[src/rtl/frgcd_pkg.sv]
`default_nettype none
package frgcd_pkg;

    // Status of the shared divider as the sequencer sees it
    typedef struct packed {
        logic busy;
        logic done;
    } t_div_stat;

endpackage
`default_nettype wire

[src/rtl/frgcd_if.sv]
`default_nettype none
// Request channel: one signed fraction
interface frgcd_in_if #(
    parameter int W = 32
);
    logic                valid;
    logic                ready;
    logic signed [W-1:0] numerator;
    logic signed [W-1:0] denominator;

    modport source (output valid, output numerator, output denominator, input ready);
    modport sink   (input valid, input numerator, input denominator, output ready);
endinterface

// Result channel: one reduced fraction
interface frgcd_out_if #(
    parameter int W = 32
);
    logic                valid;
    logic                ready;
    logic signed [W-1:0] reduced_numerator;
    logic        [W-2:0] reduced_denominator;
    logic                divide_by_zero;

    modport source (output valid, output reduced_numerator, output reduced_denominator,
                    output divide_by_zero, input ready);
    modport sink   (input valid, input reduced_numerator, input reduced_denominator,
                    input divide_by_zero, output ready);
endinterface
`default_nettype wire

[src/rtl/frgcd_div.sv]
`default_nettype none
// Restoring unsigned divider, one quotient bit per cycle.
module frgcd_div #(
    parameter int W = 32
) (
    input  wire logic             i_clk,
    input  wire logic             i_rst_n,
    input  wire logic             i_start,
    input  wire logic [W-1:0]     i_dividend,
    input  wire logic [W-1:0]     i_divisor,
    output frgcd_pkg::t_div_stat  o_stat,
    output logic      [W-1:0]     o_quotient,
    output logic      [W-1:0]     o_remainder
);
    import frgcd_pkg::*;

    localparam int CW = $clog2(W + 1);
    localparam logic [CW-1:0] CNT_FULL = CW'(W);
    localparam logic [CW-1:0] CNT_ONE  = CW'(1);

    logic          r_busy, n_busy;
    logic          r_done, n_done;
    logic [CW-1:0] r_cnt,  n_cnt;
    logic [W-1:0]  r_q,    n_q;
    logic [W-1:0]  r_r,    n_r;
    logic [W-1:0]  r_d,    n_d;
    logic [W:0]    trial;
    logic [W:0]    diff;

    // Shift in the next dividend bit and try the subtract
    always_comb begin
        trial = {r_r, r_q[W-1]};
        diff  = trial - {1'b0, r_d};
    end

    always_comb begin
        n_busy = r_busy;
        n_done = 1'b0;
        n_cnt  = r_cnt;
        n_q    = r_q;
        n_r    = r_r;
        n_d    = r_d;
        if (i_start) begin
            n_busy = 1'b1;
            n_cnt  = CNT_FULL;
            n_q    = i_dividend;
            n_r    = '0;
            n_d    = i_divisor;
        end else if (r_busy) begin
            if (!diff[W]) begin
                n_r = diff[W-1:0];
                n_q = {r_q[W-2:0], 1'b1};
            end else begin
                n_r = trial[W-1:0];
                n_q = {r_q[W-2:0], 1'b0};
            end
            n_cnt = r_cnt - CNT_ONE;
            if (r_cnt == CNT_ONE) begin
                n_busy = 1'b0;
                n_done = 1'b1;
            end
        end
    end

    always_ff @(posedge i_clk) begin
        if (!i_rst_n) begin
            r_busy <= 1'b0;
            r_done <= 1'b0;
            r_cnt  <= '0;
        end else begin
            r_busy <= n_busy;
            r_done <= n_done;
            r_cnt  <= n_cnt;
        end
        r_q <= n_q;
        r_r <= n_r;
        r_d <= n_d;
    end

    assign o_stat.busy = r_busy;
    assign o_stat.done = r_done;
    assign o_quotient  = r_q;
    assign o_remainder = r_r;

endmodule
`default_nettype wire

[src/rtl/fraction_reduce_gcd_top.sv]
`default_nettype none
// Fraction reducer: takes a signed numerator/denominator request and returns the
// fraction in lowest terms, with the sign carried on the numerator and a positive
// denominator. A zero numerator gives 0/1; a zero denominator gives 0/0 with
// divide_by_zero set. All divisions run on one restoring divider that produces
// one quotient bit per cycle. Euclid's algorithm uses it for each remainder step,
// and two more divisions by the GCD give the reduced terms. The number of Euclid
// steps is at most about 1.44 * DATA_WIDTH, worst for consecutive Fibonacci
// magnitudes; a zero denominator goes straight to the done state without the
// divider. The block holds one request at a time: i_in.ready is high only while the
// sequencer is idle. A finished result sits in an output register until taken,
// and the next request may be accepted meanwhile.
module fraction_reduce_gcd_top #(
    parameter int DATA_WIDTH = 32
) (
    input wire logic  i_clk,
    input wire logic  i_rst_n,
    frgcd_in_if.sink  i_in,
    frgcd_out_if.source o_out
);
    import frgcd_pkg::*;

    localparam int W = DATA_WIDTH;
    localparam logic [W-1:0] ONE = W'(1);

    // Sequencer states
    localparam logic [2:0] S_IDLE     = 3'd0;
    localparam logic [2:0] S_GCD      = 3'd1;
    localparam logic [2:0] S_GCD_WAIT = 3'd2;
    localparam logic [2:0] S_QN_WAIT  = 3'd3;
    localparam logic [2:0] S_QD_WAIT  = 3'd4;
    localparam logic [2:0] S_DONE     = 3'd5;

    logic [2:0]   r_state;
    logic [W-1:0] r_a, r_b;        // Euclid working pair
    logic [W-1:0] r_mx, r_my;      // input magnitudes
    logic [W-1:0] r_g;             // GCD, held for the quotient divisions
    logic [W-1:0] r_qn;            // numerator magnitude over GCD
    logic         r_sign_diff;     // input signs differ
    logic         r_dbz;           // zero denominator seen
    logic         r_rem_to_a;      // remainder goes back into r_a

    logic                r_out_valid;
    logic signed [W-1:0] r_out_num;
    logic        [W-2:0] r_out_den;
    logic                r_out_dbz;

    // Divider hookup
    logic         div_start;
    logic [W-1:0] div_dividend;
    logic [W-1:0] div_divisor;
    t_div_stat    div_stat;
    logic [W-1:0] div_quo;
    logic [W-1:0] div_rem;

    // Request decode: magnitudes and signs
    logic         in_nx, in_ny;
    logic [W-1:0] in_mx, in_my;
    logic         out_free;
    logic         neg;

    frgcd_div #(
        .W (W)
    ) u_div (
        .i_clk       (i_clk),
        .i_rst_n     (i_rst_n),
        .i_start     (div_start),
        .i_dividend  (div_dividend),
        .i_divisor   (div_divisor),
        .o_stat      (div_stat),
        .o_quotient  (div_quo),
        .o_remainder (div_rem)
    );

    always_comb begin
        in_nx = i_in.numerator[W-1];
        in_ny = i_in.denominator[W-1];
        in_mx = in_nx ? (~i_in.numerator + ONE)   : i_in.numerator;
        in_my = in_ny ? (~i_in.denominator + ONE) : i_in.denominator;
    end

    // Output register can take a result when empty or being drained this cycle
    assign out_free = !r_out_valid || o_out.ready;
    // Reduced numerator is negative only when nonzero and signs differ
    assign neg = r_sign_diff && (r_qn != '0);

    // Operand select for the shared divider
    always_comb begin
        div_start    = 1'b0;
        div_dividend = r_a;
        div_divisor  = r_b;
        unique case (r_state)
            S_GCD: begin
                div_start = 1'b1;
                if (r_a != '0 && r_b != '0) begin
                    // Reduce the larger by the smaller
                    if (r_a > r_b) begin
                        div_dividend = r_a;
                        div_divisor  = r_b;
                    end else begin
                        div_dividend = r_b;
                        div_divisor  = r_a;
                    end
                end else begin
                    // One side hit zero: the other is the GCD; start mx / g
                    div_dividend = r_mx;
                    div_divisor  = r_a | r_b;
                end
            end
            S_QN_WAIT: begin
                // Chain straight into my / g once mx / g finishes
                div_start    = div_stat.done;
                div_dividend = r_my;
                div_divisor  = r_g;
            end
            default: begin
                div_start = 1'b0;
            end
        endcase
    end

    always_ff @(posedge i_clk) begin
        if (!i_rst_n) begin
            r_state     <= S_IDLE;
            r_out_valid <= 1'b0;
        end else begin
            // Publish a finished result, or drop the held one once the sink takes it
            if (r_state == S_DONE && out_free) begin
                r_out_valid <= 1'b1;
            end else if (o_out.valid && o_out.ready) begin
                r_out_valid <= 1'b0;
            end
            unique case (r_state)
                S_IDLE: begin
                    if (i_in.valid) begin
                        r_state <= (in_my == '0) ? S_DONE : S_GCD;
                    end
                end
                S_GCD: begin
                    r_state <= (r_a != '0 && r_b != '0) ? S_GCD_WAIT : S_QN_WAIT;
                end
                S_GCD_WAIT: begin
                    if (div_stat.done) begin
                        r_state <= S_GCD;
                    end
                end
                S_QN_WAIT: begin
                    if (div_stat.done) begin
                        r_state <= S_QD_WAIT;
                    end
                end
                S_QD_WAIT: begin
                    if (div_stat.done) begin
                        r_state <= S_DONE;
                    end
                end
                S_DONE: begin
                    // Hold until the output register is free, then go idle
                    if (out_free) begin
                        r_state <= S_IDLE;
                    end
                end
                default: begin
                    r_state <= S_IDLE;
                end
            endcase
        end

        // Datapath registers
        unique case (r_state)
            S_IDLE: begin
                if (i_in.valid) begin
                    r_a         <= in_mx;
                    r_b         <= in_my;
                    r_mx        <= in_mx;
                    r_my        <= in_my;
                    r_sign_diff <= in_nx ^ in_ny;
                    r_dbz       <= (in_my == '0);
                end
            end
            S_GCD: begin
                r_rem_to_a <= (r_a > r_b);
                r_g        <= r_a | r_b;
            end
            S_GCD_WAIT: begin
                if (div_stat.done) begin
                    if (r_rem_to_a) begin
                        r_a <= div_rem;
                    end else begin
                        r_b <= div_rem;
                    end
                end
            end
            S_QN_WAIT: begin
                if (div_stat.done) begin
                    r_qn <= div_quo;
                end
            end
            S_QD_WAIT: begin
                // Reuse r_b for the reduced denominator
                if (div_stat.done) begin
                    r_b <= div_quo;
                end
            end
            S_DONE: begin
                if (out_free) begin
                    r_out_dbz <= r_dbz;
                    if (r_dbz) begin
                        r_out_num <= '0;
                        r_out_den <= '0;
                    end else begin
                        r_out_num <= neg ? (~r_qn + ONE) : r_qn;
                        r_out_den <= r_b[W-2:0];
                    end
                end
            end
            default: begin
                r_rem_to_a <= r_rem_to_a;
            end
        endcase
    end

    assign i_in.ready                = (r_state == S_IDLE);
    assign o_out.valid               = r_out_valid;
    assign o_out.reduced_numerator   = r_out_num;
    assign o_out.reduced_denominator = r_out_den;
    assign o_out.divide_by_zero      = r_out_dbz;

    // The divider is never restarted while still stepping
    a_div_no_overlap: assert property (@(posedge i_clk) disable iff (!i_rst_n)
        div_start |-> !div_stat.busy)
        else $error("divider started while busy");

    // No request is taken while the divider is still working on the last one
    a_idle_div_quiet: assert property (@(posedge i_clk) disable iff (!i_rst_n)
        i_in.ready |-> !div_stat.busy)
        else $error("ready while divider busy");

    // A zero-denominator result carries zero terms
    a_dbz_zero: assert property (@(posedge i_clk) disable iff (!i_rst_n)
        (o_out.valid && o_out.divide_by_zero) |->
            (o_out.reduced_numerator == '0 && o_out.reduced_denominator == '0))
        else $error("divide-by-zero result with nonzero terms");

endmodule
`default_nettype wire

[src/flat_wrapper.sv]
// flat-port wrapper written by rule: the top's interface ports become plain ports
module fraction_reduce_gcd_top_flat import frgcd_pkg::*;
#(
    parameter int DATA_WIDTH = 32
)
  (i_clk, i_rst_n, i_in_valid, i_in_numerator, i_in_denominator, i_in_ready, o_out_valid, o_out_reduced_numerator, o_out_reduced_denominator, o_out_divide_by_zero, o_out_ready);
  frgcd_in_if #(.W((32))) i_in_i ();
  frgcd_out_if #(.W((32))) o_out_i ();
  input wire logic i_clk;
  input wire logic i_rst_n;
  input wire logic [$bits(i_in_i.valid)-1:0] i_in_valid;
  input wire logic [$bits(i_in_i.numerator)-1:0] i_in_numerator;
  input wire logic [$bits(i_in_i.denominator)-1:0] i_in_denominator;
  output wire logic [$bits(i_in_i.ready)-1:0] i_in_ready;
  output wire logic [$bits(o_out_i.valid)-1:0] o_out_valid;
  output wire logic [$bits(o_out_i.reduced_numerator)-1:0] o_out_reduced_numerator;
  output wire logic [$bits(o_out_i.reduced_denominator)-1:0] o_out_reduced_denominator;
  output wire logic [$bits(o_out_i.divide_by_zero)-1:0] o_out_divide_by_zero;
  input wire logic [$bits(o_out_i.ready)-1:0] o_out_ready;
  assign i_in_i.valid = i_in_valid;
  assign i_in_i.numerator = i_in_numerator;
  assign i_in_i.denominator = i_in_denominator;
  assign i_in_ready = i_in_i.ready;
  assign o_out_valid = o_out_i.valid;
  assign o_out_reduced_numerator = o_out_i.reduced_numerator;
  assign o_out_reduced_denominator = o_out_i.reduced_denominator;
  assign o_out_divide_by_zero = o_out_i.divide_by_zero;
  assign o_out_i.ready = o_out_ready;
  fraction_reduce_gcd_top #(.DATA_WIDTH(DATA_WIDTH)) u_core (.i_clk(i_clk), .i_rst_n(i_rst_n), .i_in(i_in_i), .o_out(o_out_i));
endmodule
[config.mk]
export PLATFORM = sky130hd
export DESIGN_NAME = fraction_reduce_gcd_top_flat
export DESIGN_NICKNAME = d
export VERILOG_FILES = /design/src/rtl/frgcd_pkg.sv /design/src/rtl/frgcd_if.sv /design/src/rtl/frgcd_div.sv /design/src/rtl/fraction_reduce_gcd_top.sv /design/src/flat_wrapper.sv
export SDC_FILE = /design/constraint.sdc
export NUM_CORES = 1
export LEC_CHECK = 0
export BUFFER_PORTS_ARGS = -buffer_cell sky130_fd_sc_hd__buf_2
export CORE_MARGIN = 2
export CORE_UTILIZATION = 55
export CTS_CLUSTER_DIAMETER = 80
export DETAILED_ROUTE_END_ITERATION = 12
export PLACE_DENSITY = 0.73
export SLEW_MARGIN = 20
export SYNTH_ARGS = -nofsm -noshare
export SYNTH_HDL_FRONTEND = slang
export SYNTH_SLANG_ARGS = --single-unit
[constraint.sdc]
create_clock -name i_clk -period 7.1 [get_ports i_clk]
set_input_delay 1.42 -clock i_clk [delete_from_list [all_inputs] [get_ports i_clk]]
set_output_delay 1.42 -clock i_clk [all_outputs]
set_load 0.03 [all_outputs]
# After elaboration in Yosys (flattened, before gate mapping)
# Cells that the tools add are included.
[word_totals]
register_bits = 367
[op_classes]
n_addsub = 5
order_cmp = 1
eq_ne = 13
muxes = 39
n_bitwise = 7
reduce_logical = 23
[ops]
columns = ["op", "n"]
rows = [
  ["$mux W32", 17],
  ["$pmux W32 S2", 3],
  ["$add A32 B1 Y32 const B", 3],
  ["$not A32 Y32", 3],
  ["$pmux W32 S3", 1],
  ["$reduce_bool A32 Y1", 3],
  ["$sub A33 B32 Y33", 1],
  ["$gt A32 B32 Y1", 1],
  ["$logic_not A32 Y1", 1],
  ["$or A32 B32 Y32", 1],
  ["$mux W3", 6],
  ["$pmux W3 S6", 1],
  ["$mux W6", 2],
  ["$ne A2 B2 Y1 const B", 5],
  ["$reduce_and A5 Y1", 2],
  ["$mux W1", 8],
  ["$eq A3 B2 Y1 const B", 2],
  ["$eq A3 B3 Y1 const B", 2],
  ["$eq A6 B1 Y1 const B", 1],
  ["$reduce_and A2 Y1", 3],
  ["$reduce_bool A2 Y1", 3],
  ["$sub A6 B1 Y6 const B", 1],
  ["$logic_and A1 B1 Y1", 4],
  ["$ne A2 B1 Y1 const B", 2],
  ["other kinds (11)", 12],
]

# Depth between registers and ports, before layout
[logic_depth]
depth_word = 7
ltp_mapped = 13
depth_no_buf = 11

# Modules after synthesis
# A second synthesis with hierarchy kept.
[unflattened]
hier_cells = 2041
area_unflattened_um2 = 21018.9
[by_module_without_submodules]
columns = ["mod", "instances", "cells_per_inst", "area_per_inst_um2", "seq_area_each_um2"]
rows = [
  ["fraction_reduce_gcd_top", 1, 1448, 14986.9, 7857.5],
  ["frgcd_div", 1, 593, 6032.0, 2722.6],
]

# Worst setup path after synthesis
# OpenSTA, ideal clock, no wires.
[synth_path]
path_type = "register -> register"
from = "register u_core.r_state[1]"
to = "register u_core.r_a[0] (enable)"
arrival_ps = 4581
required_time_ps = 6679
setup_slack_ps = 2098
path_stages_with_launch = 7
path_buffers = 2
cell_sequence = "dfxtp_1 clkbuf_1 clkbuf_1 nor3_1 and2_1 a21oi_1 nor2_1"
[synth_between]
elab_chain_len = 3
word_cells_on_any_way = 7
cone_classes = "4 x eq/ne; 3 x reduce/logical"
[synth_rtl]
columns = ["element", "line", "rtl"]
rows = [
  ["start: declaration", "fraction_reduce_gcd_top.sv:34", "logic [2:0] r_state;"],
  ["start signal: assignment", "fraction_reduce_gcd_top.sv:136", "r_state <= (in_my == '0) ? S_DONE : S_GCD;"],
  ["start signal: assignment", "fraction_reduce_gcd_top.sv:140", "r_state <= (r_a != '0 && r_b != '0) ? S_GCD_WAIT : S_QN_WAIT;"],
  ["$logic_not A3 Y1 *", "-", ""],
  ["via i_in_ready", "flat_wrapper.sv:14", "output wire logic [$bits(i_in_i.ready)-1:0] i_in_ready;"],
  ["$ne A2 B2 Y1 (no source line) / $reduce_bool A2 Y1 (equally long branches)", "-", ""],
  ["$reduce_and A4 Y1 (no source line) *", "-", ""],
  ["end signal: assignment", "fraction_reduce_gcd_top.sv:173", "r_a <= in_mx;"],
  ["end signal: assignment", "fraction_reduce_gcd_top.sv:188", "r_a <= div_rem;"],
  ["end: declaration", "fraction_reduce_gcd_top.sv:35", "logic [W-1:0] r_a, r_b;"],
]
# Mark *: on every way through the listed nets, which the timed path passes. The rest lies on a longest branch.
# A chain may end at the register's enable or synchronous reset.

# Worst setup path after layout
[layout_path]
from = "register u_core.r_b[1]"
to = "register u_core.u_div.r_d[16], data pin"
[layout_between]
elab_chain_len = 4
word_cells_on_any_way = 6
cone_classes = "1 x order compare; 3 x mux; 2 x reduce/logical"
[layout_rtl]
columns = ["element", "line", "rtl"]
rows = [
  ["start: declaration", "fraction_reduce_gcd_top.sv:35", ""],
  ["start signal: assignment", "fraction_reduce_gcd_top.sv:174", "r_b <= in_my;"],
  ["start signal: assignment", "fraction_reduce_gcd_top.sv:190", "r_b <= div_rem;"],
  ["start signal: assignment", "fraction_reduce_gcd_top.sv:202", "r_b <= div_quo;"],
  ["$gt A32 B32 Y1 / $reduce_bool A32 Y1 (equally long branches)", "fraction_reduce_gcd_top.sv:97, fraction_reduce_gcd_top.sv:95", ""],
  ["$mux W32 / $logic_and A1 B1 Y1 (equally long branches)", "fraction_reduce_gcd_top.sv:97, fraction_reduce_gcd_top.sv:95", ""],
  ["$mux W32 *", "fraction_reduce_gcd_top.sv:95", "if (r_a != '0 && r_b != '0) begin"],
  ["$pmux W32 S2 *", "fraction_reduce_gcd_top.sv:92", "unique case (r_state)"],
  ["via u_core.div_divisor[16]", "fraction_reduce_gcd_top.sv:51", "logic [W-1:0] div_divisor;"],
  ["end signal: assignment", "frgcd_div.sv:77", "r_d <= n_d;"],
  ["end: declaration", "frgcd_div.sv:26", "logic [W-1:0] r_d, n_d;"],
]
# Marked as above.

==> results.cfg <==
[grt]
grt_start_max_net_pins = 93
grt_pass1_wl_um = 100000
grt_usage = 0.341
grt_antenna_before_repair = 2
grt_pass1_vias = 16200
grt_overflow_total = 0

[synth]
synthesis.area_um2 = 21000
netlist_top_cells_area = edfxtp_1 (46%), ha_1 (6.1%), dfxtp_1 (4.2%)
yosysTopAreaCell = edfxtp_1
yosysSeqAreaShare = 0.503
yosys_most_used_dff = edfxtp_1
synth_edf_count = 323
ys_ff_latch = 367
synth_area_per_cell_um2 = 10.2
yosysWarnings = 0
syn_nets = 2230
synthArstFlopShare = 0
synth_cell_types = 77
syn_inst = 2059
yosysTopAreaCellShare = 0.462
synthTopCellsByCount = edfxtp_1 (323), nor2_1 (218), inv_1 (183)
synth.most_common_cell = edfxtp_1

[drt]
wl_per_cell_um = 25.1
dr.pass1.iters = 6
viasPerCell = 6.50
dr.first_iter.drc_count = 2616
routed_wl_um = 67400
drc = 0
via_count = 17500
postRouteAntennaNets = 0

[setup_path]
required_ns = 7.49
critPathBufInv = 3
endpoint_kind = flop
critPathTopFamily = compound AO/OA/AOI/OAI gates
crit_chain = inv_1 > ha_1 > nor2_1 > o311ai_0 > a211oi_1 > o311ai_0 > a31oi_1 > o22ai_4 > buf_4 > nor2b_2 > buf_4 > a221o_1
path_class = flop to flop
cp_max_fo = 35
cp.arrival_ns = 4.93
crit_path_top_delay_cell = nor2b_2
worst_path_largest_cell_delay_ns = 0.74
critPathLaunchType = flop

[power]
clkPwrFrac = 0.188
power.leakage_nw = 9.19
power_frac_comb = 0.429
p_switching_mw = 4.82
ir_drop_v = 0.000271
switching_share = 0.439
p_per_area_nw_per_um2 = 470
seq_power_share = 0.383
cellInternalPower_mw = 6.17

[sta]
finalCritPeriodShare = 0.640
timing.fmax_ghz = 0.220
rsz0062_at_grt = no
slew_viol_final = 0
fin_skew_ns = 0.0237
slew_headroom = 0.235
hold_viol_final = 0
setup_tns_ns = 0
tightest_slew_ns = 1.14
setup_viol = 0
period_minus_slack_ns = 4.54
worst_slack_ns = 2.56

[clock_tree]
clk_latency_ns = 0.55
post_cts_buffers = 0
cts_tree = done
cts_max_path_buffers = 3
ctsResizeCount = 0
hold_buffers = 0
cts_max_level = 2
cts-root-buf = clkbuf_16
cts_made_buffers = 40
clock_sinks = 367
clk_pin_slew_ns = 0.06

[die]
fp.dieH_um = 199
die_w_um = 199
core-area_um2 = 37700
io-pin-count = 134
start_util = 0.558
die_area_um2 = 39800
row_count = 71

[final_layout]
instances_no_fill = 2685
finalNetCount = 2315
final_layout_size_suffix_gt1_frac = 0.122
areaGrowthSynthToFinish_pct = 11.4
post-route-util = 0.621
fin_area_um2 = 23400

[status]
status = finished, final reports clean

[place]
place_ws_ns = 2.81
dpl_cell_area_um2 = 22100
io_buffers = 133
placed_cells = 2613
place_congestion = 0.999
dp_hpwl_um = 48500

[run]
max_cap_violations = 0

[min_path]
hp-class = flop to flop
## cells by family after synthesis
logic type / share of synthesized area
buffers and inverters: 0.0548
and+or+nand+nor: 0.153
AOI/OAI and AO/OA: 0.159
DFF: 0.503
adders and majority gates: 0.0617
muxes: 0.0207
xor gates and xnor gates: 0.0475
## worst reg2reg max path: cells and delay by family, from the launching register on
kind,cells,cell delay [ns]
AO/OA/AOI/OAI,6,1.77
buffers and inverters,3,1.09
AND/OR/NAND/NOR,2,0.80
flip-flops,1,0.40
adder cells (fa/ha/maj),1,0.33
## power groups by stage
stage	sequential (mW)	combinational, mW	clock, mW
after global placement	4.16	4.45	0
after floorplan	3.80	3.25	0
after detailed placement	4.18	4.55	0
after CTS	4.14	4.60	2.08
after global routing	4.21	5.10	2.16
final	4.20	4.72	2.07
## per-layer routing
layer / routed length, um / global-route usage
met1: 25000 / 0.445
met2: 28700 / 0.512
met3: 8870 / 0.0893
met4: 4760 / 0.200
met5: 0 / 0
## sequential cells by signal, summed over array words and instances, names as in the netlist
signal and cells:
u_core.r_sign_diff 1, u_core.o_out.divide_by_zero 1, u_core.u_div.r_cnt 6, u_core.r_my 32, u_core.r_mx 32, u_core.r_a 32, u_core.r_qn 32, u_core.u_div.r_d 32
u_core.r_rem_to_a 1, u_core.r_state 3, u_core.r_g 32, u_core.u_div.r_busy 1, u_core.o_out.valid 1, u_core.o_out.reduced_denominator 31, u_core.u_div.o_remainder 32, u_core.u_div.o_quotient 32
u_core.r_b 32, u_core.u_div.r_done 1, u_core.r_dbz 1, u_core.o_out.reduced_numerator 32
## metrics by stage
| step | total power [mW] | hold WS (ns) |
|---|---|---|
| floorplan | 7.05 | 0.424 |
| global placement | 8.61 | 0.474 |
| detailed placement | 8.73 | 0.482 |
| CTS | 10.8 | 0.490 |
| global route | 11.5 | 0.507 |
| finish | 11.0 | 0.491 |
## final cells by class
type / count / area [um2]
antenna: 1 / 2.50
clock buffer: 50 / 1060
clock inverter: 21 / 210
fill: 3078 / 14300
inverter: 184 / 691
multi-input combinational: 1392 / 9360
sequential: 367 / 10600
tap: 511 / 639
timing repair buffer: 159 / 861
## worst paths after layout
kind | from | to | slack (ns) | cells past startpoint
setup / recovery | u_core.r_b[1]$_DFFE_PP_ | u_core.u_div.r_d[16]$_DFFE_PP_ | 2.56 | 12
hold / removal | u_core.u_div.r_cnt[0]$_SDFFE_PP0P_ | u_core.u_div.r_cnt[0]$_SDFFE_PP0P_ | 0.49 | 2
setup reg to reg | u_core.r_b[1]$_DFFE_PP_ | u_core.u_div.r_d[16]$_DFFE_PP_ | 2.56 | 12
hold reg to reg | u_core.u_div.r_cnt[0]$_SDFFE_PP0P_ | u_core.u_div.r_cnt[0]$_SDFFE_PP0P_ | 0.49 | 2
## cells in the final DEF (no fill, tap or decap), types with 11 or more instances in the layout
cell type  instances
xor2_1            55
clkinv_2          11
o31ai_1           25
inv_1            183
buf_2            133
o21ai_1           11
ha_1             102
nand2b_1          14
nand3_1           24
a21o_1            13
edfxtp_1         323
buf_4             26
o211ai_1          16
and3_1            39
a21oi_1          113
nor2_1           213
nor2b_1           17
nor4_1            48
o21ai_0           86
a221o_1           33
o21a_1            12
a31oi_1           12
o41ai_1           12
a211oi_1          26
nand4_1           22
clkbuf_16         41
nand2_1          130
xnor2_1           59
o221ai_1          34
a22oi_1           28
dfxtp_1           43
mux2i_1           32
nor3_1            71
Power figures use the tool's default switching activity.
